<file path="src/bbsd_ram.sv">
`default_nettype none
module bbsd_ram #(
  parameter int WIDTH = 24,
  parameter int DEPTH = 128,
  parameter int AW    = (DEPTH > 1) ? $clog2(DEPTH) : 1
) (
  input  wire logic             clk,
  input  wire logic             we,
  input  wire logic [AW-1:0]    waddr,
  input  wire logic [WIDTH-1:0] wdata,
  input  wire logic [AW-1:0]    raddr,
  output logic      [WIDTH-1:0] rdata
);

  logic [WIDTH-1:0] mem [DEPTH];

  always_ff @(posedge clk) begin
    if (we) begin
      mem[waddr] <= wdata;
    end
    rdata <= mem[raddr];
  end

endmodule
`default_nettype wire

</file>
<file path="config.mk">
export PLATFORM = sky130hd
export DESIGN_NAME = bbsd_ram
export DESIGN_NICKNAME = d
export VERILOG_FILES = /design/src/bbsd_ram.sv
export SDC_FILE = /design/constraint.sdc
export NUM_CORES = 2
export LEC_CHECK = 0
export BUFFER_PORTS_ARGS = -buffer_cell sky130_fd_sc_hd__clkbuf_2
export CORE_MARGIN = 4
export CORE_UTILIZATION = 65
export CTS_BUF_LIST = sky130_fd_sc_hd__clkbuf_4
export DETAILED_ROUTE_END_ITERATION = 16
export PLACE_DENSITY = 0.81
export SYNTH_ARGS = -nofsm -noshare
export SYNTH_HDL_FRONTEND = slang
export SYNTH_SLANG_ARGS = --single-unit
</file>
<file path="constraint.sdc">
create_clock -name clk -period 9 [get_ports clk]
set_clock_uncertainty 0.05 [all_clocks]
set_input_delay 1.8 -clock clk [delete_from_list [all_inputs] [get_ports clk]]
set_output_delay 1.8 -clock clk [all_outputs]
set_load 0.05 [all_outputs]
</file>
==> flow_metrics.py <==
metrics = {
    "job": {
        "drv_cap": 0,
    },
    "synthesis": {
        "synth_edf_count": 3072,
        "yosysMostFrequentCell": "edfxtp_1",
        "synthFlopType": "edfxtp_1",
        "synth_area_leaders": "edfxtp_1 79%, mux4_2 19%, clkbuf_1 0.48%",
        "synth_cells": 4538,
        "synth_top_cell_by_area": "edfxtp_1",
        "avgSynthCellArea_um2": 25.9,
        "synth_common_cells": "3072 x edfxtp_1, 1008 x mux4_2, 151 x clkbuf_1, 122 x nor2_1, 60 x buf_2",
        "synth_top_area_share_pct": 78.6,
        "async_flop_share_pct": 0,
        "synth_cell_types": 16,
        "ys_warn_count": 0,
        "netlist_area_mm2": 0.117,
        "synth_seq_area_share_pct": 79.0,
        "ys_ff_latch": 3096,
        "synth_nets": 4578,
    },
    "global_routing": {
        "overflow": 0,
        "grt_usage_pct": 31.6,
        "grt_pass1_wl_mm": 413,
        "grt_max_degree": 126,
        "antenna_found_initial": 35,
        "grt_pass1_vias": 58500,
    },
    "floorplan": {
        "initial_core_util_pct": 65.6,
        "die_x_um": 433,
        "coreArea_mm2": 0.179,
        "dieArea_mm2": 0.187,
        "io_pins": 64,
        "die_h_um": 433,
        "rows": 155,
    },
    "route": {
        "antenna_left": 0,
        "drcViolationCount": 0,
        "viasPerCell": 6.89,
        "drt-initial-drc-count": 9201,
        "first_pass_iters": 6,
        "num_vias": 56400,
        "routed_wl_mm": 287,
        "wire_per_inst_um": 35.0,
    },
    "hold_path": {
        "worstHoldStart": "wdata[8]",
        "hold_class": "in2reg",
    },
    "sta": {
        "fmax_mhz": 236,
        "timing_hold_violations_final": 0,
        "tightest_slew_ns": 1.26,
        "slew_headroom_pct": 16.0,
        "rsz0062_at_grt": "false",
        "slew_violations": 0,
        "setup_violations": 0,
        "tns_ns": 0,
        "post-route-min-period_ns": 4.23,
        "setup_ws_ns": 4.77,
        "post-route-period-util_pct": 47.0,
    },
    "clock_network": {
        "cts_tree": "done",
        "cts-hold-fix-buffers": 0,
        "cts_resized": 0,
        "clk_pin_slew_ns": 0.07,
        "clockBufferDepth": 4,
        "clock-sinks": 3096,
        "numCtsBuffers": 722,
        "clock_latency_ns": 1.45,
        "cts_setup_buffers": 0,
        "clockRootBuffer": "clkbuf_4",
        "ctsHtreeMaxLevel": 6,
    },
    "placed_design": {
        "gp_congestion": 0.811,
        "hpwl_mm": 157,
        "post-place-cells": 6886,
        "place_ws_ns": 3.31,
        "numPortBuffers": 63,
    },
    "outcome": {
        "outcome": "finished clean",
    },
    "setup_path": {
        "worstPathArrival_ns": 2.38,
        "critical_path_required_ns": 7.15,
        "crit_buf_inv": 1,
        "timing.critical_path.cells": "clkbuf_2",
        "cpLargestDelayFamily": "flip-flops",
        "cp_slowest_cell": "dfxtp_1",
        "critPathMaxFanout": 1,
        "crit_path_max_incr_delay_ns": 0.60,
        "crit_start": "rdata[11]",
        "crit-reg2reg-launch": "mem[69][2]",
        "crit_type": "reg2out",
        "end_kind": "output port",
        "start_kind": "register",
    },
    "power_and_ir_drop": {
        "p_per_area_mw_per_mm2": 218,
        "ir_drop_uv": 185,
        "power_leakage_nw": 41.2,
        "power.share.clock_pct": 38.6,
        "switching_share_pct": 22.1,
        "power_frac_seq_pct": 56.1,
        "internal-power_mw": 22.2,
        "power.switching_mw": 6.30,
        "comb_power_share_pct": 5.3,
    },
    "cells_and_area": {
        "nets": 5295,
        "drive_gt1_share_pct": 43.4,
        "layoutNonFillerInstCount": 8187,
        "syn_to_final_growth_pct": 11.5,
        "nFillCells": 9206,
    },
}
-- metrics by stage --
| stage | util, % | hold slack, ns | area [um^2] | total power [mW] |
|---|---|---|---|---|
| floorplan | - | 1.02 | 117000 | 17.1 |
| global placement | 68.0 | 1.04 | 122000 | 17.7 |
| detailed placement | 68.0 | 1.08 | 122000 | 17.8 |
| CTS | 73.1 | 0.516 | 131000 | 28.6 |
| global route | 73.1 | 0.568 | 131000 | 29.6 |
| finish | 73.1 | 0.672 | 131000 | 28.5 |
-- final cells by class --
class                      instances  area [um^2]  area share [%]
clock inverter                   196          893           0.683
antenna                           13         32.5          0.0249
tap                             2355         2950            2.25
multi-input combinational       1202        24200            18.5
clock buffer                    1092         8200            6.27
sequential                      3096        92700            70.9
timing repair buffer             233         1890            1.44
-- registers in the layout, summed over array words and instances, names as in the netlist --
| name | count |
|---|---|
| rdata | 24 |
| mem | 3072 |
-- power groups by stage --
stage	logic [mW]	clock network, mW	registers [mW]
floorplan	0.771	0	16.3
global placement	1.44	0	16.3
detailed placement	1.48	0	16.3
CTS	1.49	11.2	16.0
global route	1.56	12.0	16.0
finish	1.50	11.0	16.0
-- path summary, 6_finish.rpt --
kind	slack [ns]	to	cells past startpoint
max	4.77	rdata[11]	1
min	0.67	mem[16][8]	1
max reg2reg	6.34	rdata[2]	4
min reg2reg	1.05	rdata[18]	4
-- cells by family after synthesis --
logic type / synth area share, %
buffers and inverters: 0.838
flip-flops: 79.0
multiplexers: 19.6
AND/OR/NAND/NOR: 0.594
-- per-layer routing --
| metal | track usage, % | wire, um |
|---|---|---|
| met5 | 0 | 95 |
| met2 | 48.9 | 140000 |
| met3 | 9.27 | 39400 |
| met4 | 13.3 | 11900 |
| met1 | 43.4 | 95500 |
-- placed cells by master, fill, tap and decap left out, types with 24 or more instances in the layout --
master,count
mux2_2,24
nor2_2,91
mux4_2,1008
clkbuf_4,1092
clkbuf_2,33
edfxtp_1,3072
dfxtp_1,24
nor2_4,28
clkinv_1,157
buf_4,180
Power figures use the tool's default switching activity.
