[config.mk]
export PLATFORM = sky130hd
export DESIGN_NAME = bbsd_div
export DESIGN_NICKNAME = d
export VERILOG_FILES = /design/src/bbsd_pkg.sv /design/src/bbsd_div.sv
export SDC_FILE = /design/constraint.sdc
export NUM_CORES = 1
export LEC_CHECK = 0
export ABC_AREA = 1
export BUFFER_PORTS_ARGS = -buffer_cell sky130_fd_sc_hd__buf_2
export CAP_MARGIN = 20
export CORE_MARGIN = 2
export CORE_UTILIZATION = 50
export DETAILED_ROUTE_END_ITERATION = 16
export HOLD_SLACK_MARGIN = 0.03
export PLACE_DENSITY = 0.77
export SYNTH_ARGS = -nofsm -noshare
export SYNTH_HDL_FRONTEND = slang
export SYNTH_SLANG_ARGS = --single-unit
[constraint.sdc]
create_clock -name clk -period 8.9 [get_ports clk]
set_clock_uncertainty 0.05 [all_clocks]
set_input_delay 0.89 -clock clk [delete_from_list [all_inputs] [get_ports clk]]
set_output_delay 0.89 -clock clk [all_outputs]
set_load 0.02 [all_outputs]
[src/bbsd_pkg.sv]
`default_nettype none
package bbsd_pkg;

  // Screen and ray geometry
  localparam int SCREEN_WIDTH  = 640;
  localparam int SCREEN_HEIGHT = 480;
  localparam int RAY_COUNT     = 128;
  localparam int RAY_AW        = (RAY_COUNT > 1) ? $clog2(RAY_COUNT) : 1;

  // Depth at or below 0.1 world units (Q8) drops the sprite
  localparam int NEAR_LIMIT = 25;
  localparam int HALF_H     = SCREEN_HEIGHT / 2;
  localparam int COL_BIAS   = SCREEN_WIDTH * 128;

  // floor(px * RAY_COUNT / SCREEN_WIDTH) as multiply by reciprocal
  localparam int RECIP_SHIFT = 32;
  localparam longint RAY_RECIP =
    ((longint'(RAY_COUNT) << RECIP_SHIFT) + longint'(SCREEN_WIDTH) - 1) /
    longint'(SCREEN_WIDTH);

  // Shared divider sizes
  localparam int NUM_W = 54;
  localparam int DEN_W = 36;

  typedef enum logic [1:0] {
    CMD_PLACE = 2'd0,
    CMD_DEPTH = 2'd1,
    CMD_QUERY = 2'd2
  } cmd_t;

  typedef enum logic [1:0] {
    REG_FOCAL      = 2'd0,
    REG_SPRITE_SZ  = 2'd1,
    REG_TILE_SZ    = 2'd2
  } reg_idx_t;

  typedef enum logic [1:0] {
    DIV_SIDE = 2'd0,
    DIV_COL  = 2'd1,
    DIV_HALF = 2'd2
  } div_sel_t;

  typedef enum logic [3:0] {
    ST_IDLE,
    ST_PROD,
    ST_ROT,
    ST_SCALE,
    ST_DIV,
    ST_WAIT,
    ST_PLACE,
    ST_QUERY,
    ST_OUT
  } state_t;

  // Saturate a wide signed value to 16 bits
  function automatic logic signed [15:0] sat16(input logic signed [55:0] v);
    if (v > 56'sd32767) begin
      return 16'sh7FFF;
    end else if (v < -56'sd32768) begin
      return 16'sh8000;
    end else begin
      return v[15:0];
    end
  endfunction

endpackage
`default_nettype wire

[src/bbsd_div.sv]
`default_nettype none
module bbsd_div (
  input  wire logic                      clk,
  input  wire logic                      rst,
  input  wire logic                      start,
  input  wire logic [bbsd_pkg::NUM_W-1:0] num,
  input  wire logic [bbsd_pkg::DEN_W-1:0] den,
  output logic                           done,
  output logic      [bbsd_pkg::NUM_W-1:0] quo
);
  import bbsd_pkg::*;

  localparam int CNT_W = $clog2(NUM_W + 1);

  logic [NUM_W-1:0] shreg;
  logic [DEN_W-1:0] rem;
  logic [CNT_W-1:0] cnt;
  logic             run;
  logic [DEN_W:0]   trial;
  logic [DEN_W:0]   diff;
  logic             fits;

  // Restoring step: one quotient bit per cycle
  assign trial = {rem, shreg[NUM_W-1]};
  assign diff  = trial - {1'b0, den};
  assign fits  = trial >= {1'b0, den};
  assign quo   = shreg;

  always_ff @(posedge clk) begin
    if (rst) begin
      run  <= 1'b0;
      done <= 1'b0;
      cnt  <= '0;
    end else if (start) begin
      run   <= 1'b1;
      done  <= 1'b0;
      cnt   <= '0;
      shreg <= num;
      rem   <= '0;
    end else if (run) begin
      rem   <= fits ? diff[DEN_W-1:0] : trial[DEN_W-1:0];
      shreg <= {shreg[NUM_W-2:0], fits};
      cnt   <= cnt + 1'b1;
      if (cnt == CNT_W'(NUM_W - 1)) begin
        run  <= 1'b0;
        done <= 1'b1;
      end
    end else begin
      done <= 1'b0;
    end
  end

endmodule
`default_nettype wire

==> results of run 1 <==
## logic make-up after synthesis
| logic type | share of synthesized area [%] |
|---|---|
| buffers and inverters | 11.2 |
| flip-flops | 38.8 |
| AO/OA/AOI/OAI | 4.44 |
| adder cells (fa/ha/maj) | 6.71 |
| AND/OR/NAND/NOR | 36.7 |
| XOR/XNOR | 2.25 |
## path summary, 6_finish.rpt
kind	startpoint	to	slack (ns)
worst max-delay path	start	quo[53]	5.57
worst min-delay path	cnt[5]	cnt[5]	0.41
worst max register to register	rem[27]	rem[35]	6.06
worst min register to register	cnt[5]	cnt[5]	0.41
## final cells by class
| class | count | area [um^2] |
|---|---|---|
| fill | 1451 | 5920 |
| clock inverter | 5 | 60.1 |
| inverter | 186 | 698 |
| clock buffer | 11 | 243 |
| multi-input combinational | 782 | 3710 |
| tap | 184 | 230 |
| sequential | 98 | 2860 |
| timing repair buffer | 150 | 758 |
## through the flow
| step | utilization [%] | power [uW] | worst slack (ns) | cells |
|---|---|---|---|---|
| 5_1_grt | 59.1 | 1500 | 5.33 | 1416 |
| 2_1_floorplan | - | 904 | 3.60 | 1090 |
| 6_report | 59.1 | 1410 | 5.57 | 1416 |
| 3_5_place_dp | 57.0 | 1010 | 5.16 | 1400 |
| 4_1_cts | 59.1 | 1420 | 5.53 | 1416 |
| 3_3_place_gp | 57.0 | 1000 | 5.18 | 1400 |
## power by group
group          switching [uW]  leakage [uW]  internal (uW)
sequential               20.4      0.000937            552
clock                     178      0.000147            228
combinational             282       0.00368            150
## state kept, by name, summed over array words and instances (netlist names)
register	flops
quo	54
done	1
rem	36
run	1
cnt	6
## metal layers
layer  routed length [um]  vias up  global-route usage [%]
li1                     -     3622                       -
met1                 7940     3022                    29.7
met2                 8230      220                    39.0
met3                 1410       29                    5.61
met4                  459        0                    8.30
met5                    0        -                       0
## placed cells by master, fill, tap and decap left out
| master | instances |
|---|---|
| nor2_4 | 2 |
| nand2_2 | 9 |
| bufinv_16 | 1 |
| clkinv_2 | 1 |
| edfxtp_1 | 90 |
| nand2_4 | 1 |
| clkinvlp_4 | 1 |
| xnor2_1 | 1 |
| a21oi_2 | 1 |
| buf_4 | 3 |
| nor3_2 | 2 |
| nand3_2 | 2 |
| nand3_1 | 37 |
| buf_2 | 147 |
| inv_1 | 185 |
| o21ai_0 | 6 |
| dfxtp_1 | 8 |
| o21a_1 | 1 |
| inv_2 | 1 |
| nor2_1 | 82 |
| nor3_1 | 8 |
| or2_0 | 1 |
| nor2_2 | 8 |
| o22ai_1 | 1 |
| clkbuf_16 | 9 |
| or2_2 | 1 |
| nand2_1 | 495 |
| xor2_1 | 18 |
| a21oi_1 | 40 |
| nor4_1 | 3 |
| ha_1 | 38 |
| o21bai_1 | 9 |
| nand4_1 | 4 |
| inv_6 | 2 |
| nand4_4 | 1 |
| clkbuf_8 | 1 |
| nand3b_1 | 9 |
| fa_1 | 1 |
| a21boi_0 | 1 |
| clkbuf_1 | 1 |
## worst reg2reg max path, cell delays in order (launching register included)
cell	delay, ns
edfxtp_1	0.39
ha_1	0.34
nand2_1	0.14
inv_1	0.06
a21oi_1	0.20
nand2_1	0.12
a21oi_2	0.17
nand4_4	0.60
nand2_2	0.34
nand2_1	0.08
nand2_1	0.07
inv_1	0.03
## synth_stat cells (all sizes together)
master	number	share of area [%]
a21boi	1	0.10
a21oi	41	2.8
buf	8	0.90
clkbuf	16	0.81
dfxtp	8	2.2
edfxtp	90	37
fa	1	0.27
ha	38	6.4
inv	186	9.5
nand2	505	26
nand3	39	2.8
nand3b	9	0.91
nand4	5	0.63
nor2	92	5.0
nor3	10	0.81
nor4	3	0.25
o21a	1	0.10
o21ai	6	0.41
o21bai	9	0.91
o22ai	1	0.085
or2	2	0.17
xnor2	1	0.12
xor2	18	2.1
==> run summary, run 1 <==
Max-slew headroom = 35.8%
Ports = 148
Routed WL = 18.0 mm
CP max FO = 77
CP endpoint kind = flop
n_diodes = 0
via density per instance = 4.87
Hold Vio Cnt, Final = 0
CTS sink cnt = 98
Mean Syn Cell Area = 6.78 um^2
Levels on crit path = 5
Clock Path Buffers = 2
Buffers on Ports = 147
layout cell share with drive strength beyond 1 = 15.7%
setup TNS = 0 ns
crit path kind = input port to flop
Netlist cell types = 35
critical path's largest stage delay = 0.77 ns
PwrDens = 165 nW/um^2
largest net degree at the start of global routing = 78
RSZ-0062 raised after global routing = false
final instance area = 8560 um^2
critical-path cell list = buf_2, buf_4, nor2_1, nor2_4, buf_4
nets@finish = 1359
total CTS buffers = 9
first-pass GRT wire length = 30.0 mm
DIE HEIGHT = 126 um
WP buf/inv = 3
initial antenna violation count = 0
DRT Pass-1 Iters = 5
Syn-to-layout area delta = 15.9%
total congestion overflow = 0
HP Class = flop to flop
Max VDD drop = 0.101 mV
worst reg2reg path depth = 11
Routed WL per cell = 12.7 um
Syn Nets = 1222
Final ANT Viol Nets = 0
Die W = 126 um
drt drc = 0
# rows = 44
Initial Utilization = 51.0%
Arr. time, crit path = 3.26 ns
Final Max Slew Viols = 0
Core ar. = 14500 um^2
setup violators final = 0
routed vias = 6893
Synth Register Bits = 98
Max-cap violations = 0
final hold slack = 0.414 ns
Placer Congestion = 0.948
Final Critical Period = 3.33 ns
Clk Latency, worst-skew pair = 0.35 ns
sequential area share after synthesis = 38.8%
vias in the first global route = 6452
Hold-fix buffers, CTS = 0
period utilization = 37.4%
placed instance area = 8260 um^2
# H-tree levels = 3
crit-path leading delay family = buffers and inverters
post-DP HPWL = 13.9 mm
GRT Total Usage = 23.4%
TritonCTS clock tree = yes
Req. time, crit path = 8.83 ns
leakage = 0.00476 uW
total setup buffers inserted after CTS = 0
Worst-path clk slew = 0.07 ns
Worst Tran Pin Value = 0.961 ns
initial drt markers = 343
clk root buf = clkbuf_16
Mapped Area = 7390 um^2
Synth Warn # = 0
# resized after CTS = 0
outcome = complete, no violations
Worst path slowest cell = nor2_4
Worst setup SP type = input port
most frequent CP cell = buf_4
hold path depth = 1
synthesized netlist cell count = 1090
fmax = 300 MHz
Die ar. = 15800 um^2
No activity file was read; power rests on OpenSTA's default activity.
==> run 2, diff against run 1 <==
--- a/config.mk
+++ b/config.mk
@@ -12,7 +12,7 @@
 export CORE_UTILIZATION = 50
 export DETAILED_ROUTE_END_ITERATION = 16
 export HOLD_SLACK_MARGIN = 0.03
-export PLACE_DENSITY = 0.77
+export PLACE_DENSITY = 0.79
 export SYNTH_ARGS = -nofsm -noshare
 export SYNTH_HDL_FRONTEND = slang
 export SYNTH_SLANG_ARGS = --single-unit
==> constraint.sdc (replaced) <==
create_clock -name clk -period 2.69 [get_ports clk]
set_clock_uncertainty 0.05 [all_clocks]
set_input_delay 0.269 -clock clk [delete_from_list [all_inputs] [get_ports clk]]
set_output_delay 0.269 -clock clk [all_outputs]
set_load 0.02 [all_outputs]
==> run 2 against run 1 <==
- count of clock-buffer cells in the layout is 2 lower
- highest routed layer unchanged
- critical endpoint is now rem[34]
- worst setup slack got worse by 5.4 ns
- global-route usage is 0.95 points higher
==> run summary, run 2 (synthesis gave the netlist of run 1 again) <==
most common cell after layout, fill and taps aside = nand2_1
internal power = 2980 uW (+220%)
# H-tree levels = 3 (unchanged)
RSZ-0062 raised after global routing = false
Clock Path Buffers = 2 (unchanged)
Final Max Slew Viols = 0 (unchanged)
clk root buf = clkbuf_16
P_sw = 1670 uW (+250%)
post-DP HPWL = 14.8 mm (+6.1%)
WP buf/inv = 2 (-1)
nets@finish = 1362 (+0.22%)
post-layout util = 59.2% (+0.13 points)
Max VDD drop = 0.336 mV (+230%)
Worst setup SP type = flop
largest net degree at the start of global routing = 57 (-27%)
Req. time, crit path = 2.75 ns (-6.08 ns)
initial antenna violation count = 0 (unchanged)
vias in the first global route = 6531 (+1.2%)
Clk Latency, worst-skew pair = 0.36 ns (about the same)
Worst-path clk slew = 0.08 ns (about the same)
critical path's largest stage delay = 0.42 ns (-0.35 ns)
leakage = 0.00477 uW (+0.24%)
Max-cap violations = 0 (unchanged)
Worst path slowest cell = edfxtp_1
critical-path cell list = ha_1, nand2_1, nor2_1, nand2_1, nor2_2, nand3_2, nand4_4, buf_12, nand3_1, nand2_1, inv_1
Buffers on Ports = 147 (unchanged)
final setup margin = 0.190 ns (-5.38 ns)
Core ar. = 14500 um^2 (unchanged)
Placer Congestion = 0.910 (-4.0%)
proportion of power drawn by flip-flops and latches = 40.8% (+0.2 points)
first-pass GRT wire length = 31.2 mm (+4.1%)
total congestion overflow = 0 (unchanged)
initial drt markers = 466 (+36%)
Final ANT Viol Nets = 0 (unchanged)
n_diodes = 0 (unchanged)
layout cell share with drive strength beyond 1 = 16.0% (+0.37 points)
period utilization = 92.9%
max reg flops = 54 (unchanged)
crit path kind = flop to flop
CP max FO = 32 (-58%)
CTS sink cnt = 98 (unchanged)
Comb pwr share = 31.5% (+0.9 points)
Sw Share = 35.9% (+1.8 points)
total setup buffers inserted after CTS = 0 (unchanged)
DRT Pass-1 Iters = 5 (unchanged)
HP Class = input port to flop
outcome = complete, no violations
Routed WL per cell = 13.3 um (+4.6%)
CP endpoint kind = flop
Ports = 148 (unchanged)
final hold slack = 0.131 ns (-0.283 ns)
fmax = 400 MHz
placed cells = 1403 (+0.21%)
TritonCTS clock tree = yes
Clock power frac = 27.7% (-1.1 points)
Syn-to-layout area delta = 16.1%
# rows = 44 (unchanged)
setup violators final = 0 (unchanged)
routed vias = 6912 (+0.28%)
drt drc = 0 (unchanged)
crit-path leading delay family = simple AND/OR/NAND/NOR gates
total CTS buffers = 9 (unchanged)
Initial Utilization = 51.0% (unchanged)
most frequent CP cell = nand2_1
Routed WL = 18.9 mm (+4.8%)
Arr. time, crit path = 2.56 ns (-0.70 ns)
Final Critical Period = 2.50 ns
setup TNS = 0 ns (unchanged)
Layout Cells excl Fill = 1419 (+0.21%)
DIE HEIGHT = 126 um (unchanged)
Max-slew headroom = 57.7% (+22 points)
GRT Total Usage = 24.3% (+0.95 points)
via density per instance = 4.87 (about the same)
Die W = 126 um (unchanged)
pre-CTS setup slack = 0.220 ns (-4.94 ns)
Worst Tran Pin Value = 0.634 ns (-0.327 ns)
Die ar. = 15800 um^2 (unchanged)
most frequent cells in the layout = nand2_1 (495), inv_1 (185), buf_2 (147), edfxtp_1 (90), nor2_1 (81)
Hold Vio Cnt, Final = 0 (unchanged)
Filler cells = 1452 (+0.069%)
PwrDens = 542 nW/um^2 (+230%)
[run 2: worst paths after layout]
path | end | slack (ns) | cells after the start | start
setup / recovery | rem[34] | 0.19 | 11 | rem[23]
hold / removal | quo[48] | 0.13 | 3 | num[48]
setup reg to reg | rem[34] | 0.19 | 11 | rem[23]
hold reg to reg | cnt[5] | 0.42 | 1 | cnt[5]
[run 2: tightest hold or removal path: stages]
cell and delay, ns:
buf_2 0.07, nand2_1 0.04, nand2_1 0.05
[run 2: cell type report]
type	count	area, um^2	area share (%)
repair buffers	153	793	9.25
clock buffers	9	225	2.63
well taps	184	230	2.68
inverters	186	698	8.14
multi-input cells	782	3710	43.2
flip-flops and latches	98	2860	33.4
clock inverters	7	58.8	0.686
[run 2: what timing repair did]
item	4_1_cts	5_1_grt
endpoints found under the setup margin	0	4
gates resized for setup	0	1
hold buffers	0	0
[run 2: stage by stage]
step,power (uW),area (um^2)
after floorplan,2980,7390
after global placement,3360,8290
after detailed placement,3380,8290
after CTS,4650,8570
after global routing,4930,8580
final,4650,8580
[run 2: layer usage]
layer	global-route usage [%]	routed length [um]
met1	32.2	8410
met2	40.4	8690
met3	5.48	1470
met4	6.47	335
met5	0	0
[run 2: power by group through the flow]
stage	clock [uW]	combinational, uW	sequential [uW]
global placement	0	1440	1920
floorplan	0	1000	1980
finish	1290	1460	1890
CTS	1300	1460	1900
global route	1360	1660	1910
detailed placement	0	1460	1930
==> run 3, diff against run 2 <==
--- a/config.mk
+++ b/config.mk
@@ -12,7 +12,7 @@
 export CORE_UTILIZATION = 50
 export DETAILED_ROUTE_END_ITERATION = 16
 export HOLD_SLACK_MARGIN = 0.03
-export PLACE_DENSITY = 0.79
+export PLACE_DENSITY = 0.77
 export SYNTH_ARGS = -nofsm -noshare
 export SYNTH_HDL_FRONTEND = slang
 export SYNTH_SLANG_ARGS = --single-unit
==> constraint.sdc (replaced) <==
create_clock -name clk -period 2.7 [get_ports clk]
set_clock_uncertainty 0.05 [all_clocks]
set_input_delay 0.27 -clock clk [delete_from_list [all_inputs] [get_ports clk]]
set_output_delay 0.27 -clock clk [all_outputs]
set_load 0.02 [all_outputs]
==> run 3 against run 2 <==
- maximum frequency up 0.97%
- hold slack worse by 0.0017 ns
- critical path type unchanged
- critical endpoint is now rem[2]
- combinational power barely moved
- worst setup slack better by 0.034 ns
- die area is the same
- cell count rose by 0.28%
==> run summary, run 3 (synthesis gave the netlist of run 1 again) <==
outcome = complete, no violations
first-pass GRT wire length = 30.5 mm (-2.4%)
initial drt markers = 436 (-6.4%)
pre-CTS setup slack = 0.175 ns (-0.0452 ns)
initial antenna violation count = 1 (+1)
n_diodes = 0 (unchanged)
layout cell share with drive strength beyond 1 = 16.5% (+0.43 points)
most common cell after layout, fill and taps aside = nand2_1
Arr. time, crit path = 2.54 ns (-0.02 ns)
via density per instance = 4.93 (+1.1%)
Hold-fix buffers, CTS = 0 (unchanged)
Placer Congestion = 0.944 (+3.7%)
Die W = 126 um (unchanged)
PwrDens = 545 nW/um^2 (+0.62%)
RSZ-0062 raised after global routing = false
Worst setup SP type = flop
post-DP HPWL = 14.4 mm (-2.3%)
period utilization = 91.7% (-1.2 points)
Worst Tran Pin Value = 0.546 ns (-0.0877 ns)
HP Class = input port to flop
Filler cells = 1388 (-4.4%)
setup TNS = 0 ns (unchanged)
Final ANT Viol Nets = 0 (unchanged)
GRT Total Usage = 23.7% (-0.62 points)
Die ar. = 15800 um^2 (unchanged)
Max-slew headroom = 63.6% (+5.8 points)
P_sw = 1640 uW (-1.6%)
critical path's largest stage delay = 0.41 ns (about the same)
placed cells = 1405 (+0.14%)
most frequent CP cell = nand2_1
CTS sink cnt = 98 (unchanged)
reg2reg setup slack = 0.22 ns (+0.03 ns)
Max-cap violations = 0 (unchanged)
Core ar. = 14500 um^2 (unchanged)
total congestion overflow = 0 (unchanged)
reg2reg end = rem[2]
CP startpoint = rem[19]
Final Max Slew Viols = 0 (unchanged)
worst reg2reg path depth = 11 (unchanged)
Clk Latency, worst-skew pair = 0.36 ns (about the same)
final setup margin = 0.224 ns (+0.0339 ns)
Sw Share = 34.8% (-1.1 points)
setup violators final = 0 (unchanged)
Syn-to-layout area delta = 17.1%
Worst path slowest cell = edfxtp_1
# H-tree levels = 3 (unchanged)
Clock power frac = 28.9% (+1.2 points)
DRT Pass-1 Iters = 5 (unchanged)
vias in the first global route = 6545 (+0.21%)
routed vias = 7011 (+1.4%)
FF-to-FF Start = rem[19]
Final Critical Period = 2.48 ns (-0.0239 ns)
proportion of power drawn by flip-flops and latches = 40.0% (-0.8 points)
hold path depth = 3 (unchanged)
Hold Vio Cnt, Final = 0 (unchanged)
leakage = 0.00481 uW (+0.73%)
clk root buf = clkbuf_16
Routed WL per cell = 13.1 um (-1.5%)
total CTS buffers = 9 (unchanged)
CP endpoint kind = flop
Routed WL = 18.7 mm (-1.2%)
fmax = 404 MHz (+0.97%)
Buffers on Ports = 147 (unchanged)
crit path kind = flop to flop
most frequent cells in the layout = nand2_1 (492), inv_1 (185), buf_2 (147), edfxtp_1 (90), nor2_1 (82)
worst setup path endpoint = rem[2]
nets@finish = 1366 (+0.29%)
drt drc = 0 (unchanged)
Max VDD drop = 0.294 mV (-13%)
Ports = 148 (unchanged)
Initial Utilization = 51.0% (unchanged)
Clock Path Buffers = 2 (unchanged)
CP max FO = 13 (-59%)
internal power = 3080 uW (+3.2%)
# rows = 44 (unchanged)
Comb pwr share = 31.1% (-0.4 points)
Req. time, crit path = 2.76 ns (about the same)
TritonCTS clock tree = yes
critical-path cell list = ha_1, nand2_1, nor2_1, nand2_1, nor2_4, nand3_2, nand4_4, buf_4, nand2_1, nand2_1, nor2_1
max reg flops = 54 (unchanged)
Layout Cells excl Fill = 1423 (+0.28%)
DIE HEIGHT = 126 um (unchanged)
largest net degree at the start of global routing = 92 (+61%)
Worst-path clk slew = 0.07 ns (about the same)
## run 3: changes by cell type in the layout (fill, tap and decap cells not counted), sizes merged
cell / before / now
bufinv: 0 / 1
buf: 153 / 157
inv: 190 / 189
## run 3: cell type report
cell class | instances | area, um^2 | share of cell area, %
multi-input cells | 782 | 3710 | 42.9
flip-flops and latches | 98 | 2860 | 33.1
repair buffers | 157 | 836 | 9.66
inverters | 186 | 698 | 8.07
well taps | 184 | 230 | 2.66
clock buffers | 9 | 225 | 2.60
clock inverters | 7 | 85.1 | 0.984
## run 3: power by group through the flow
stage                     Clock, uW  Combinational [uW]  Sequential [uW]
after global routing           1430                1660             1900
final                          1360                1470             1890
after global placement            0                1420             1920
after CTS                      1380                1460             1890
after floorplan                   0                1000             1970
after detailed placement          0                1450             1920
## run 3: timing repair
action | CTS | global route
setup endpoints to repair | 0 | 16
gates resized for setup | 0 | 3
buffers inserted | 0 | 2
## run 3: worst min-delay path by stage
stage	start	endpoint	slack (ns)
after floorplan	cnt[5]	cnt[5]	0.37
after global placement	cnt[5]	cnt[5]	0.39
after detailed placement	cnt[5]	cnt[5]	0.40
after CTS	num[44]	quo[44]	0.12
after global routing	num[44]	quo[44]	0.13
final	num[14]	quo[14]	0.13
## run 3: metrics by stage
stage	cell area [um^2]	util, %	hold slack (ns)	total power (uW)
after detailed placement	8320	57.4	0.398	3360
after CTS	8630	59.6	0.121	4720
after global routing	8650	59.7	0.134	4990
after global placement	8320	57.4	0.386	3340
after floorplan	7390	-	0.372	2970
final	8650	59.7	0.130	4720
## run 3: metal layers
layer | vias to the layer above | share of wire (%) | GRT usage [%]
met2 | 231 | 48 | 40.9
li1 | 3630 | - | -
met1 | 3129 | 43 | 29.7
met5 | - | 0 | 0
met3 | 21 | 7.5 | 5.09
met4 | 0 | 1.8 | 7.39
## run 3: worst max-delay path: cells and delay by family, from the launching register on
family        cells  cell delay (ns)
fa+ha+maj         1             0.37
buf+inv           1             0.25
flops             1             0.41
simple gates      9             1.14
